File: config.mk
export PLATFORM = sky130hd
export DESIGN_NAME = weighted_moving_average_top
export DESIGN_NICKNAME = d
export VERILOG_FILES = /design/src/rtl/core/wma_pkg.sv /design/src/rtl/core/wma_window_mem.sv /design/src/rtl/core/wma_divider.sv /design/src/rtl/core/weighted_moving_average_top.sv
export SDC_FILE = /design/constraint.sdc
export NUM_CORES = 2
export LEC_CHECK = 0
export ABC_AREA = 1
export ABC_CLOCK_PERIOD_IN_PS = 11400
export BUFFER_PORTS_ARGS = -buffer_cell sky130_fd_sc_hd__buf_2
export CAP_MARGIN = 0
export CELL_PAD_IN_SITES_DETAIL_PLACEMENT = 0
export CELL_PAD_IN_SITES_GLOBAL_PLACEMENT = 2
export CORE_ASPECT_RATIO = 2
export CORE_MARGIN = 2
export CORE_UTILIZATION = 41
export DETAILED_ROUTE_END_ITERATION = 6
export PLACE_DENSITY_LB_ADDON = 0.08
export RECOVER_POWER = 25
export SKIP_CTS_REPAIR_TIMING = 1
export SYNTH_ARGS = -nofsm -noshare
export SYNTH_HDL_FRONTEND = slang
export SYNTH_HIERARCHICAL = 1
export SYNTH_SLANG_ARGS = --single-unit
File: constraint.sdc
create_clock -name clk_i -period 11.4 [get_ports clk_i]
set_clock_uncertainty 0.1 [all_clocks]
set_input_delay 0.57 -clock clk_i [delete_from_list [all_inputs] [get_ports clk_i]]
set_output_delay 0.57 -clock clk_i [all_outputs]
set_load 0.005 [all_outputs]
File: src/rtl/core/wma_pkg.sv
package wma_pkg;

  // Configuration port geometry and register map.
  localparam int unsigned CFG_IDX_W  = 1;
  localparam int unsigned CFG_DATA_W = 5;
  localparam int unsigned WIN_SIZE_W = 5;

  localparam logic [CFG_IDX_W-1:0] REG_WINDOW_SIZE   = 1'd0;
  localparam logic [CFG_IDX_W-1:0] REG_WEIGHTED_MODE = 1'd1;

  localparam logic [WIN_SIZE_W-1:0] WIN_SIZE_RST = 5'd4;

  typedef enum logic [2:0] {
    ST_IDLE,
    ST_READ,
    ST_DRAIN,
    ST_DIV,
    ST_DONE
  } wma_state_e;

endpackage

File: src/rtl/core/wma_window_mem.sv
module wma_window_mem #(
  parameter int unsigned DEPTH = 16,
  parameter int unsigned WIDTH = 72
) (
  input  logic                     clk_i,
  input  logic                     rst_ni,
  input  logic                     wr_en_i,
  input  logic [$clog2(DEPTH)-1:0] wr_addr_i,
  input  logic [WIDTH-1:0]         wr_data_i,
  input  logic                     rd_en_i,
  input  logic [$clog2(DEPTH)-1:0] rd_addr_i,
  output logic [WIDTH-1:0]         rd_data_o
);

  logic [WIDTH-1:0] mem [DEPTH];
  logic [DEPTH-1:0] valid_q;
  logic [WIDTH-1:0] rd_data_q;
  logic             rd_valid_q;

  always_ff @(posedge clk_i) begin
    if (wr_en_i) begin
      mem[wr_addr_i] <= wr_data_i;
    end
    if (rd_en_i) begin
      rd_data_q <= mem[rd_addr_i];
    end
  end

  // A slot that was never written since reset reads as zero.
  always_ff @(posedge clk_i or negedge rst_ni) begin
    if (!rst_ni) begin
      valid_q    <= '0;
      rd_valid_q <= 1'b0;
    end else begin
      if (wr_en_i) begin
        valid_q[wr_addr_i] <= 1'b1;
      end
      if (rd_en_i) begin
        rd_valid_q <= valid_q[rd_addr_i];
      end
    end
  end

  assign rd_data_o = rd_valid_q ? rd_data_q : '0;

endmodule

File: src/rtl/core/wma_divider.sv
module wma_divider #(
  parameter int unsigned ACC_W = 33,
  parameter int unsigned DIV_W = 8,
  parameter int unsigned Q_W   = 24
) (
  input  logic                    clk_i,
  input  logic                    rst_ni,
  input  logic                    start_i,
  input  logic signed [ACC_W-1:0] dividend_i,
  input  logic [DIV_W-1:0]        divisor_i,
  output logic                    busy_o,
  output logic [Q_W-1:0]          quotient_o
);

  localparam int unsigned CW = $clog2(ACC_W + 1);

  logic [CW-1:0]    cnt_q;
  logic [ACC_W-1:0] quo_q;
  logic [DIV_W-1:0] rem_q;
  logic [DIV_W-1:0] dsr_q;
  logic             neg_q;

  logic [DIV_W:0]   trial;
  logic             fits;
  logic [ACC_W-1:0] quo_signed;

  assign trial = {rem_q, quo_q[ACC_W-1]};
  assign fits  = trial >= {1'b0, dsr_q};

  always_ff @(posedge clk_i or negedge rst_ni) begin
    if (!rst_ni) begin
      cnt_q <= '0;
    end else if (start_i) begin
      cnt_q <= CW'(ACC_W);
    end else if (cnt_q != '0) begin
      cnt_q <= cnt_q - 1'b1;
    end
  end

  // Restoring division on the magnitude, one quotient bit per cycle.
  always_ff @(posedge clk_i) begin
    if (start_i) begin
      neg_q <= dividend_i[ACC_W-1];
      quo_q <= dividend_i[ACC_W-1] ? ACC_W'(-dividend_i) : ACC_W'(dividend_i);
      rem_q <= '0;
      dsr_q <= divisor_i;
    end else if (cnt_q != '0) begin
      rem_q <= fits ? DIV_W'(trial - {1'b0, dsr_q}) : DIV_W'(trial);
      quo_q <= {quo_q[ACC_W-2:0], fits};
    end
  end

  assign quo_signed = neg_q ? (~quo_q + 1'b1) : quo_q;
  assign quotient_o = quo_signed[Q_W-1:0];
  assign busy_o     = cnt_q != '0;

endmodule

File: src/rtl/core/weighted_moving_average_top.sv
// Moving-average filter over CHANNELS signed Q12.12 channels. Each request on the
// slave stream carries one sample per channel; it is stored in a circular history of
// the last MAX_WINDOW samples and one averaged sample per channel leaves on the master
// stream. Register 0 sets the window N (0 acts as 1, values above MAX_WINDOW saturate),
// register 1 selects the plain mean or the linearly weighted mean in which the newest
// sample has weight N; division truncates toward zero and the history starts at zero.
// One request is processed at a time, in steps: the request is taken, the N history
// samples are read one after another through the single read port of the sample
// memory, the multiply-accumulate pipeline drains, the bit-serial dividers run, and
// the output register is loaded. A finished result waits in that register, so the next
// request is taken while it is still unclaimed; the result after it waits for as long
// as the earlier one stays unclaimed.
module weighted_moving_average_top
  import wma_pkg::*;
#(
  parameter int unsigned CHANNELS    = 3,
  parameter int unsigned MAX_WINDOW  = 16,
  parameter int unsigned SAMPLE_BITS = 24
) (
  input  logic                  clk_i,
  input  logic                  rst_ni,
  input  logic                  cfg_we_i,
  input  logic [CFG_IDX_W-1:0]  cfg_idx_i,
  input  logic [CFG_DATA_W-1:0] cfg_data_i,
  input  logic                  s_axis_tvalid_i,
  output logic                  s_axis_tready_o,
  // sample_x, sample_y, sample_z from bit 0 up, SAMPLE_BITS each, zero padding on top
  input  logic [((CHANNELS*SAMPLE_BITS+7)/8)*8-1:0] s_axis_tdata_i,
  output logic                  m_axis_tvalid_o,
  input  logic                  m_axis_tready_i,
  // filtered_x, filtered_y, filtered_z from bit 0 up, SAMPLE_BITS each, zero padding
  output logic [((CHANNELS*SAMPLE_BITS+7)/8)*8-1:0] m_axis_tdata_o
);

  localparam int unsigned TDATA_W = ((CHANNELS * SAMPLE_BITS + 7) / 8) * 8;
  localparam int unsigned ROW_W   = CHANNELS * SAMPLE_BITS;
  localparam int unsigned AW      = $clog2(MAX_WINDOW);
  localparam int unsigned NW      = $clog2(MAX_WINDOW + 1);
  localparam int unsigned DIV_W   = $clog2(MAX_WINDOW * (MAX_WINDOW + 1) / 2 + 1);
  localparam int unsigned ACC_W   = SAMPLE_BITS + DIV_W + 1;
  localparam int unsigned PROD_W  = SAMPLE_BITS + NW + 1;

  wma_state_e state_q, state_d;

  logic [WIN_SIZE_W-1:0] win_size_q;
  logic                  wmode_q;

  logic [AW-1:0]    wp_q;
  logic [AW-1:0]    rd_q;
  logic [NW-1:0]    cnt_q;
  logic [NW-1:0]    w_q;
  logic [NW-1:0]    w1_q;
  logic             rd_v_q;
  logic             prod_v_q;
  logic [DIV_W-1:0] dsr_q;

  logic signed [PROD_W-1:0] prod_q [CHANNELS];
  logic signed [ACC_W-1:0]  acc_q  [CHANNELS];

  logic                 out_valid_q;
  logic [TDATA_W-1:0]   out_data_q;

  logic                 accept;
  logic                 rd_en;
  logic                 div_start;
  logic                 load_out;
  logic [NW-1:0]        n_eff;
  logic [2*NW-1:0]      n_sq;
  logic [ROW_W-1:0]     rd_data;
  logic [CHANNELS-1:0]  div_busy;
  logic [ROW_W-1:0]     quo_row;

  assign accept = s_axis_tvalid_i && s_axis_tready_o;

  // Effective window: zero acts as one, large values saturate at MAX_WINDOW.
  always_comb begin
    if (win_size_q == '0) begin
      n_eff = NW'(1);
    end else if (32'(win_size_q) > 32'(MAX_WINDOW)) begin
      n_eff = NW'(MAX_WINDOW);
    end else begin
      n_eff = NW'(win_size_q);
    end
  end

  assign n_sq = (2*NW)'(n_eff) * ((2*NW)'(n_eff) + 1'b1);

  always_ff @(posedge clk_i or negedge rst_ni) begin
    if (!rst_ni) begin
      win_size_q <= WIN_SIZE_RST;
      wmode_q    <= 1'b0;
    end else if (cfg_we_i) begin
      case (cfg_idx_i)
        REG_WINDOW_SIZE:   win_size_q <= cfg_data_i[WIN_SIZE_W-1:0];
        REG_WEIGHTED_MODE: wmode_q    <= cfg_data_i[0];
        default: ;
      endcase
    end
  end

  always_comb begin
    state_d = state_q;
    case (state_q)
      ST_IDLE:  if (accept) state_d = ST_READ;
      ST_READ:  if (cnt_q == NW'(1)) state_d = ST_DRAIN;
      ST_DRAIN: if (!rd_v_q && !prod_v_q) state_d = ST_DIV;
      ST_DIV:   if (div_busy == '0) state_d = ST_DONE;
      ST_DONE:  if (!out_valid_q || m_axis_tready_i) state_d = ST_IDLE;
      default:  state_d = ST_IDLE;
    endcase
  end

  always_comb begin
    s_axis_tready_o = 1'b0;
    rd_en           = 1'b0;
    div_start       = 1'b0;
    load_out        = 1'b0;
    case (state_q)
      ST_IDLE:  s_axis_tready_o = 1'b1;
      ST_READ:  rd_en = 1'b1;
      ST_DRAIN: div_start = !rd_v_q && !prod_v_q;
      ST_DIV:   ;
      ST_DONE:  load_out = !out_valid_q || m_axis_tready_i;
      default:  ;
    endcase
  end

  always_ff @(posedge clk_i or negedge rst_ni) begin
    if (!rst_ni) begin
      state_q     <= ST_IDLE;
      wp_q        <= '0;
      rd_v_q      <= 1'b0;
      prod_v_q    <= 1'b0;
      out_valid_q <= 1'b0;
    end else begin
      state_q  <= state_d;
      rd_v_q   <= rd_en;
      prod_v_q <= rd_v_q;
      if (accept) begin
        wp_q <= (wp_q == AW'(MAX_WINDOW - 1)) ? '0 : wp_q + 1'b1;
      end
      if (load_out) begin
        out_valid_q <= 1'b1;
      end else if (m_axis_tready_i) begin
        out_valid_q <= 1'b0;
      end
    end
  end

  // Read sequencer: walks from the newest slot back through the history.
  always_ff @(posedge clk_i) begin
    if (accept) begin
      rd_q  <= wp_q;
      cnt_q <= n_eff;
      w_q   <= wmode_q ? n_eff : NW'(1);
      dsr_q <= wmode_q ? DIV_W'(n_sq >> 1) : DIV_W'(n_eff);
    end else if (rd_en) begin
      rd_q  <= (rd_q == '0) ? AW'(MAX_WINDOW - 1) : rd_q - 1'b1;
      cnt_q <= cnt_q - 1'b1;
      if (wmode_q) begin
        w_q <= w_q - 1'b1;
      end
    end
    if (rd_en) begin
      w1_q <= w_q;
    end
  end

  for (genvar c = 0; c < CHANNELS; c++) begin : g_mac
    logic signed [SAMPLE_BITS-1:0] smp;
    logic signed [NW:0]            w_s;

    assign smp = rd_data[c*SAMPLE_BITS +: SAMPLE_BITS];
    assign w_s = {1'b0, w1_q};

    always_ff @(posedge clk_i) begin
      if (rd_v_q) begin
        prod_q[c] <= w_s * smp;
      end
      if (accept) begin
        acc_q[c] <= '0;
      end else if (prod_v_q) begin
        acc_q[c] <= acc_q[c] + ACC_W'(prod_q[c]);
      end
    end

    wma_divider #(
      .ACC_W (ACC_W),
      .DIV_W (DIV_W),
      .Q_W   (SAMPLE_BITS)
    ) u_div (
      .clk_i      (clk_i),
      .rst_ni     (rst_ni),
      .start_i    (div_start),
      .dividend_i (acc_q[c]),
      .divisor_i  (dsr_q),
      .busy_o     (div_busy[c]),
      .quotient_o (quo_row[c*SAMPLE_BITS +: SAMPLE_BITS])
    );
  end

  wma_window_mem #(
    .DEPTH (MAX_WINDOW),
    .WIDTH (ROW_W)
  ) u_mem (
    .clk_i     (clk_i),
    .rst_ni    (rst_ni),
    .wr_en_i   (accept),
    .wr_addr_i (wp_q),
    .wr_data_i (s_axis_tdata_i[ROW_W-1:0]),
    .rd_en_i   (rd_en),
    .rd_addr_i (rd_q),
    .rd_data_o (rd_data)
  );

  always_ff @(posedge clk_i) begin
    if (load_out) begin
      out_data_q <= TDATA_W'(quo_row);
    end
  end

  assign m_axis_tvalid_o = out_valid_q;
  assign m_axis_tdata_o  = out_data_q;

endmodule
# Word-level counts from Yosys, hierarchy flattened
# Memories as Yosys holds them, arrays and structs flattened. A register that Yosys moved wholly into a read port is not among the register bits.
# Index checks and enable logic that the tools add are counted.
# W data, S select, Z words.
dict set report op_classes {
  n_reduce_logical 24
  n_mux 61
  bitwise 8
  eq_ne 11
  order_cmp 7
  multipliers 4
  n_addsub 20
}
# operator n
set ops {}
lappend ops {{$mux W33} 12}
lappend ops {{$add A33 B30 Y33} 3}
lappend ops {{$neg A33 Y33} 3}
lappend ops {{$mul A6 B24 Y30} 3}
lappend ops {{$add A24 B1 Y24 const B} 3}
lappend ops {{$mux W24} 3}
lappend ops {{$mux W72} 1}
lappend ops {{$not A24 Y24} 3}
lappend ops {{$mux W5} 9}
lappend ops {{$mux W6} 6}
lappend ops {{$ge A9 B8 Y1} 3}
lappend ops {{$mux W8} 3}
lappend ops {{$sub A8 B8 Y8} 3}
lappend ops {{$reduce_bool A6 Y1} 3}
lappend ops {{$sub A6 B1 Y6 const B} 3}
lappend ops {{$mux W4} 4}
lappend ops {{$or A16 B16 Y16} 1}
lappend ops {{$mux W1} 15}
lappend ops {{$mux W3} 5}
lappend ops {{$pmux W3 S5} 1}
lappend ops {{$reduce_bool A2 Y1} 6}
lappend ops {{$lt A4 B5 Y1 const B} 2}
lappend ops {{$ne A2 B2 Y1 const B} 5}
lappend ops {{$sub A5 B1 Y5 const B} 2}
lappend ops {{23 further kinds} 33}
dict set report totals {
  mem_count 3
  register_bits 284
  ram_bits 1341
  input_bits 83
}
# memory words word_bits rd rd_clocked_by_memory_dff write_ports line
set mem_list {}
lappend mem_list {u_mem.mem 16 72 1 1 1 wma_window_mem.sv:15} ;# logic [WIDTH-1:0] mem [DEPTH];
lappend mem_list {acc_q 3 33 3 0 3 weighted_moving_average_top.sv:58} ;# logic signed [ACC_W-1:0] acc_q [CHANNELS];
lappend mem_list {prod_q 3 30 3 0 3 weighted_moving_average_top.sv:57} ;# logic signed [PROD_W-1:0] prod_q [CHANNELS];

# Longest topological paths before layout
dict set report logic_depth {
  word_depth 6
  ltp_mapped 23
}

# Modules after synthesis
# The synthesis kept the hierarchy.
# module area_per_inst_um2 instances seq_area_each_um2 cells_per_inst
set modules_own_cells {}
lappend modules_own_cells {wma_window_mem 48646.7 1 37180.7 3664}
lappend modules_own_cells {weighted_moving_average_top 33051.7 1 9049.9 4588}
lappend modules_own_cells {{wma_divider at g_mac[0].u_div} 4275.4 1 1571.5 596}
lappend modules_own_cells {{wma_divider at g_mac[1].u_div} 4275.4 1 1571.5 591}
lappend modules_own_cells {{wma_divider at g_mac[2].u_div} 4245.3 1 1571.5 590}

# Worst setup path before layout
# Ideal clock, no wire load.
dict set report synth_timing {
  path_kind {reg-to-reg}
  startpoint {register rd_v_q}
  endpoint {register g_mac[0].u_div.rem_q[1]}
  path_buffers 0
  setup_time_ps 117
  path_stages_with_launch 7
  arrival_time_ps 7936
  path_slack_ps 3247
  period_less_slack_ps 8153
  path_cell_list {dfrtp_1 nor4_1 clkinv_1 nand2_1 inv_1 nand2_1 o21ai_1}
}
dict set report synth_between {
  elab_chain_len 3
}
# element line
set synth_lines {}
lappend synth_lines {{start, declared} weighted_moving_average_top.sv:53} ;# logic rd_v_q;
lappend synth_lines {{start signal, assigned} weighted_moving_average_top.sv:137} ;# rd_v_q <= rd_en;
lappend synth_lines {{$logic_not A1 Y1} weighted_moving_average_top.sv:121} ;# ST_DRAIN: div_start = !rd_v_q && !prod_v_q;
lappend synth_lines {{$logic_and A1 B1 Y1} weighted_moving_average_top.sv:121}
lappend synth_lines {{$mux W1} weighted_moving_average_top.sv:118} ;# case (state_q)
lappend synth_lines {{via div_start} weighted_moving_average_top.sv:65} ;# logic div_start;
lappend synth_lines {{end signal, assigned} wma_divider.sv:48} ;# rem_q <= fits ? DIV_W'(trial - {1'b0, dsr_q}) : DIV_W'(trial);
lappend synth_lines {{end, declared} wma_divider.sv:19} ;# logic [DIV_W-1:0] rem_q;
# The timed path passes the listed nets, and every way through them passes these cells.
# A chain may end at the register's enable or synchronous reset.

==> summary.md <==
| Metric | Value |
|---|---|
| Status | `finished, final reports clean` |
| DP HPWL | `around 170000 microns` |
| Number of flops mapped to enable cells by yosys | `1638` |
| Final ANT Viol Nets | `0` |
| Die W | `343 microns` |
| Placer Congestion | `approximately 0.85` |
| Worst-case clock buffer depth | `4` |
| Cell row count | `roughly 250` |
| Largest cells by area after synthesis | `edfxtp_1 52%, nand2_1 8.1%, inv_1 6.0%` |
| Synth Register Bits | `1713` |
| Cell variety after synth | `60` |
| Die Height | `just under 700 microns` |
| Share of cells above drive strength 1 | `5.51%` |
| PwrDens | `278 nW/um^2` |
| DP Cell Count | `between 10000 and 15000` |
| Seq/Total Area, Yosys | `between 50% and 60%` |
| Clk Latency, worst-skew pair | `roughly 0.85 ns` |
| CTS buffer count | `171` |
| Core ar. | `between 200000 and 250000 sq um` |
| RSZ-0062 raised after global routing | `false` |
| Worst slew pin tran | `1.45 ns` |
| Rel. slew slack | `3.23%` |
| Starting density of the core | `41.2%` |
| Area leader, netlist | `edfxtp_1` |
| Worst vdd ir | `0.000254 V` |
| Total Routing Usage GR | `22.1%` |
| # setup viols final | `0` |
| DRC errors left | `0` |
| Ys Warns | `6` |
| Top Usage Layer GRT | `met2` |
| Largest net degree at the start of global routing | `223` |
| M1 GR Usage | `between 20% and 30%` |
| Drt initial violations | `3757` |
| Final Cycle Share | `46.8%` |
| Post-synth top area share | `52.1%` |
| Slew Viols, Final | `0` |
| Global route overflow | `0` |
| Crit Path Category | `flip-flop to flip-flop` |
| Post-synthesis cell area | `94500 sq um` |
| Root buffer cell | `clkbuf_16` |
| Post-synthesis area per instance | `about 9.4 sq um` |
| Count leader, synth | `nand2_1` |
| Drt pass-1 iters | `5` |
| Met2 Use GR | `43.2%` |
| Critical Path Source Type | `flip-flop` |
| First-pass GRT wire length | `399000 microns` |
| Non-filler instance count after layout | `13300` |
| Top cells by count, synth | `2042 x nand2_1, 1638 x edfxtp_1, 1499 x inv_1, 1407 x nor2_1, 592 x o21ai_0` |
| Critical Path RT | `11.83 ns` |
| Top FF cell, synth | `edfxtp_1` |
| Post-Route WL | `around 260000 microns` |
| Tmin final | `between 5 and 6 ns` |
| # Max-Cap Violations | `0` |
| CP arrival | `5.76 ns` |
| Clock transition at the registers of the reported paths | `0.06 ns` |
| # H-tree levels | `4` |
| Synth-to-layout area growth | `10.1%` |
| Wire length per cell | `19.7 microns` |
| Port bufs | `156` |
| Worst hold path type | `primary input to flip-flop` |
| Die Area | `approximately 230000 sq um` |
| I/O pin cnt | `about 160` |
| Via count | `around 67000` |
| Place WS | `about 6 ns` |
| GRT met3 Usage | `approximately 2.2%` |
| Final-report hold violation count | `0` |
| FMAX | `188 MHz` |
| Clock sink count | `approximately 1700` |
| Worst hold slack | `0.126 ns` |
| Crit Path Max Fanout | `49` |
| Final Worst Setup Slack | `6.07 ns` |
| P_leak | `between 40 and 50 nW` |
| Vias in the first global route | `between 60000 and 70000` |
| CP endpoint kind | `flip-flop` |
| Final TNS setup | `0 ns` |
| Fill count | `22100` |
| # nets final | `10800` |
| CTS tree | `done` |
| Initial antenna violation count | `13` |
| Asr flop ratio synth | `2.98%` |
| Vias/cell | `5.07` |
| Mapped Cells | `between 10000 and 15000` |
critical path, stage by stage, from the launching register on:
cell and delay [ns]:
dfrtp_4 0.57, buf_4 0.48, nand2_1 0.09, inv_1 0.16
nand2_1 0.08, inv_1 0.10, fa_1 0.44, fa_1 0.50
inv_1 0.06, fa_1 0.52, inv_1 0.04, ha_1 0.40
nand2_1 0.10, nor2_1 0.14, inv_1 0.12, nor3_1 0.50
nand4_1 0.41, nand4_1 0.20, nand2_1 0.06
power breakdown:
group	switching, W	internal (W)	total (W)
clock network	0.00248	0.00316	0.00564
logic	0.00956	0.00431	0.0139
registers	0.000849	0.00862	0.00947
total	0.0129	0.0161	0.0290
kinds of logic after synthesis:
group,after synthesis,synth area share (%)
and+or+nand+nor,4219,18.3
buffers and inverters,1861,7.83
DFF,1713,53.9
AOI/OAI and AO/OA,1489,8.93
adders and majority gates,561,9.30
xor gates and xnor gates,183,1.70
other,2,0.00795
muxes,1,0.0119
placed cells by master, fill, tap and decap left out, types with 15 or more instances in the layout:
| master | n |
|---|---|
| nor3_1 | 63 |
| dfxtp_1 | 24 |
| a21oi_1 | 273 |
| inv_1 | 1497 |
| clkbuf_1 | 82 |
| o21ai_1 | 243 |
| or2_2 | 25 |
| nand2_1 | 2041 |
| nor2_4 | 22 |
| dfrtp_1 | 48 |
| o21ai_0 | 592 |
| clkinv_1 | 40 |
| fa_1 | 235 |
| ha_1 | 326 |
| o211ai_1 | 293 |
| xnor2_1 | 51 |
| o21bai_1 | 21 |
| nor2_1 | 1390 |
| dlygate4sd3_1 | 48 |
| and2_1 | 28 |
| buf_2 | 100 |
| clkinv_2 | 31 |
| nand4_1 | 95 |
| edfxtp_1 | 1638 |
| xor2_1 | 132 |
| buf_4 | 74 |
| nand3b_1 | 29 |
| a21o_1 | 15 |
| nand2_2 | 17 |
| clkbuf_16 | 175 |
| nand3_1 | 460 |
sequential cells by signal, indices dropped and copies added, names as in the netlist, 8 cells and up:
register           flops
g_mac.u_div/quo_q     99
dsr_q                  8
g_mac.u_div/dsr_q     24
u_mem/valid_q         16
m_axis_tdata_o        72
acc_q                 99
g_mac.u_div/rem_q     24
prod_q                90
u_mem/mem           1152
u_mem/rd_data_q       72
g_mac.u_div/cnt_q     18
stage by stage:
step           util [%]  area (sq um)  power (W)
4_1_cts            45.1        104000     0.0294
3_3_place_gp       42.8         98200     0.0236
2_1_floorplan         -         94500     0.0195
3_5_place_dp       42.8         98200     0.0237
6_report           45.3        104000     0.0290
5_1_grt            45.3        104000     0.0315
metal layers:
| layer | wire, microns | vias up |
|---|---|---|
| met1 | 103000 | 32600 |
| met2 | 143000 | 1060 |
| met3 | 7620 | 397 |
| met4 | 7990 | 8 |
| li1 | - | 33300 |
| met5 | 53 | - |
area by class of cell:
class	instances	area, sq um	share of cell area [%]
Timing Repair Buffer	285	1890	1.81
Tap cell	3012	3770	3.62
Clock buffer	205	4530	4.35
Antenna cell	4	10.0	0.00962
Clock inverter	101	906	0.870
Multi-Input combinational cell	6456	36300	34.9
Sequential cell	1713	51000	49.0
Inverter	1516	5730	5.50
final timing paths:
kind / start / endpoint / slack [ns] / depth (start not counted)
worst min-delay path: s_axis_tdata_i[69] / u_mem/mem[13][69]$_DFFE_PP_ / 0.13 / 1
worst max register to register: u_mem/rd_valid_q$_DFFE_PN0P_ / prod_q[0][55]$_DFFE_PP_ / 6.07 / 18
min in group asynchronous: rst_ni / g_mac[1].u_div/cnt_q[0]$_DFFE_PN0P_ / 0.36 / 3
worst min register to register: g_mac[0].u_div/quo_q[0]$_DFFE_PP_ / m_axis_tdata_o[0]$_DFFE_PP_ / 0.36 / 0
max in group asynchronous: rst_ni / u_mem/rd_valid_q$_DFFE_PN0P_ / 10.20 / 3
worst max-delay path: u_mem/rd_valid_q$_DFFE_PN0P_ / prod_q[0][55]$_DFFE_PP_ / 6.07 / 18
No activity file was read; power rests on OpenSTA's default activity.
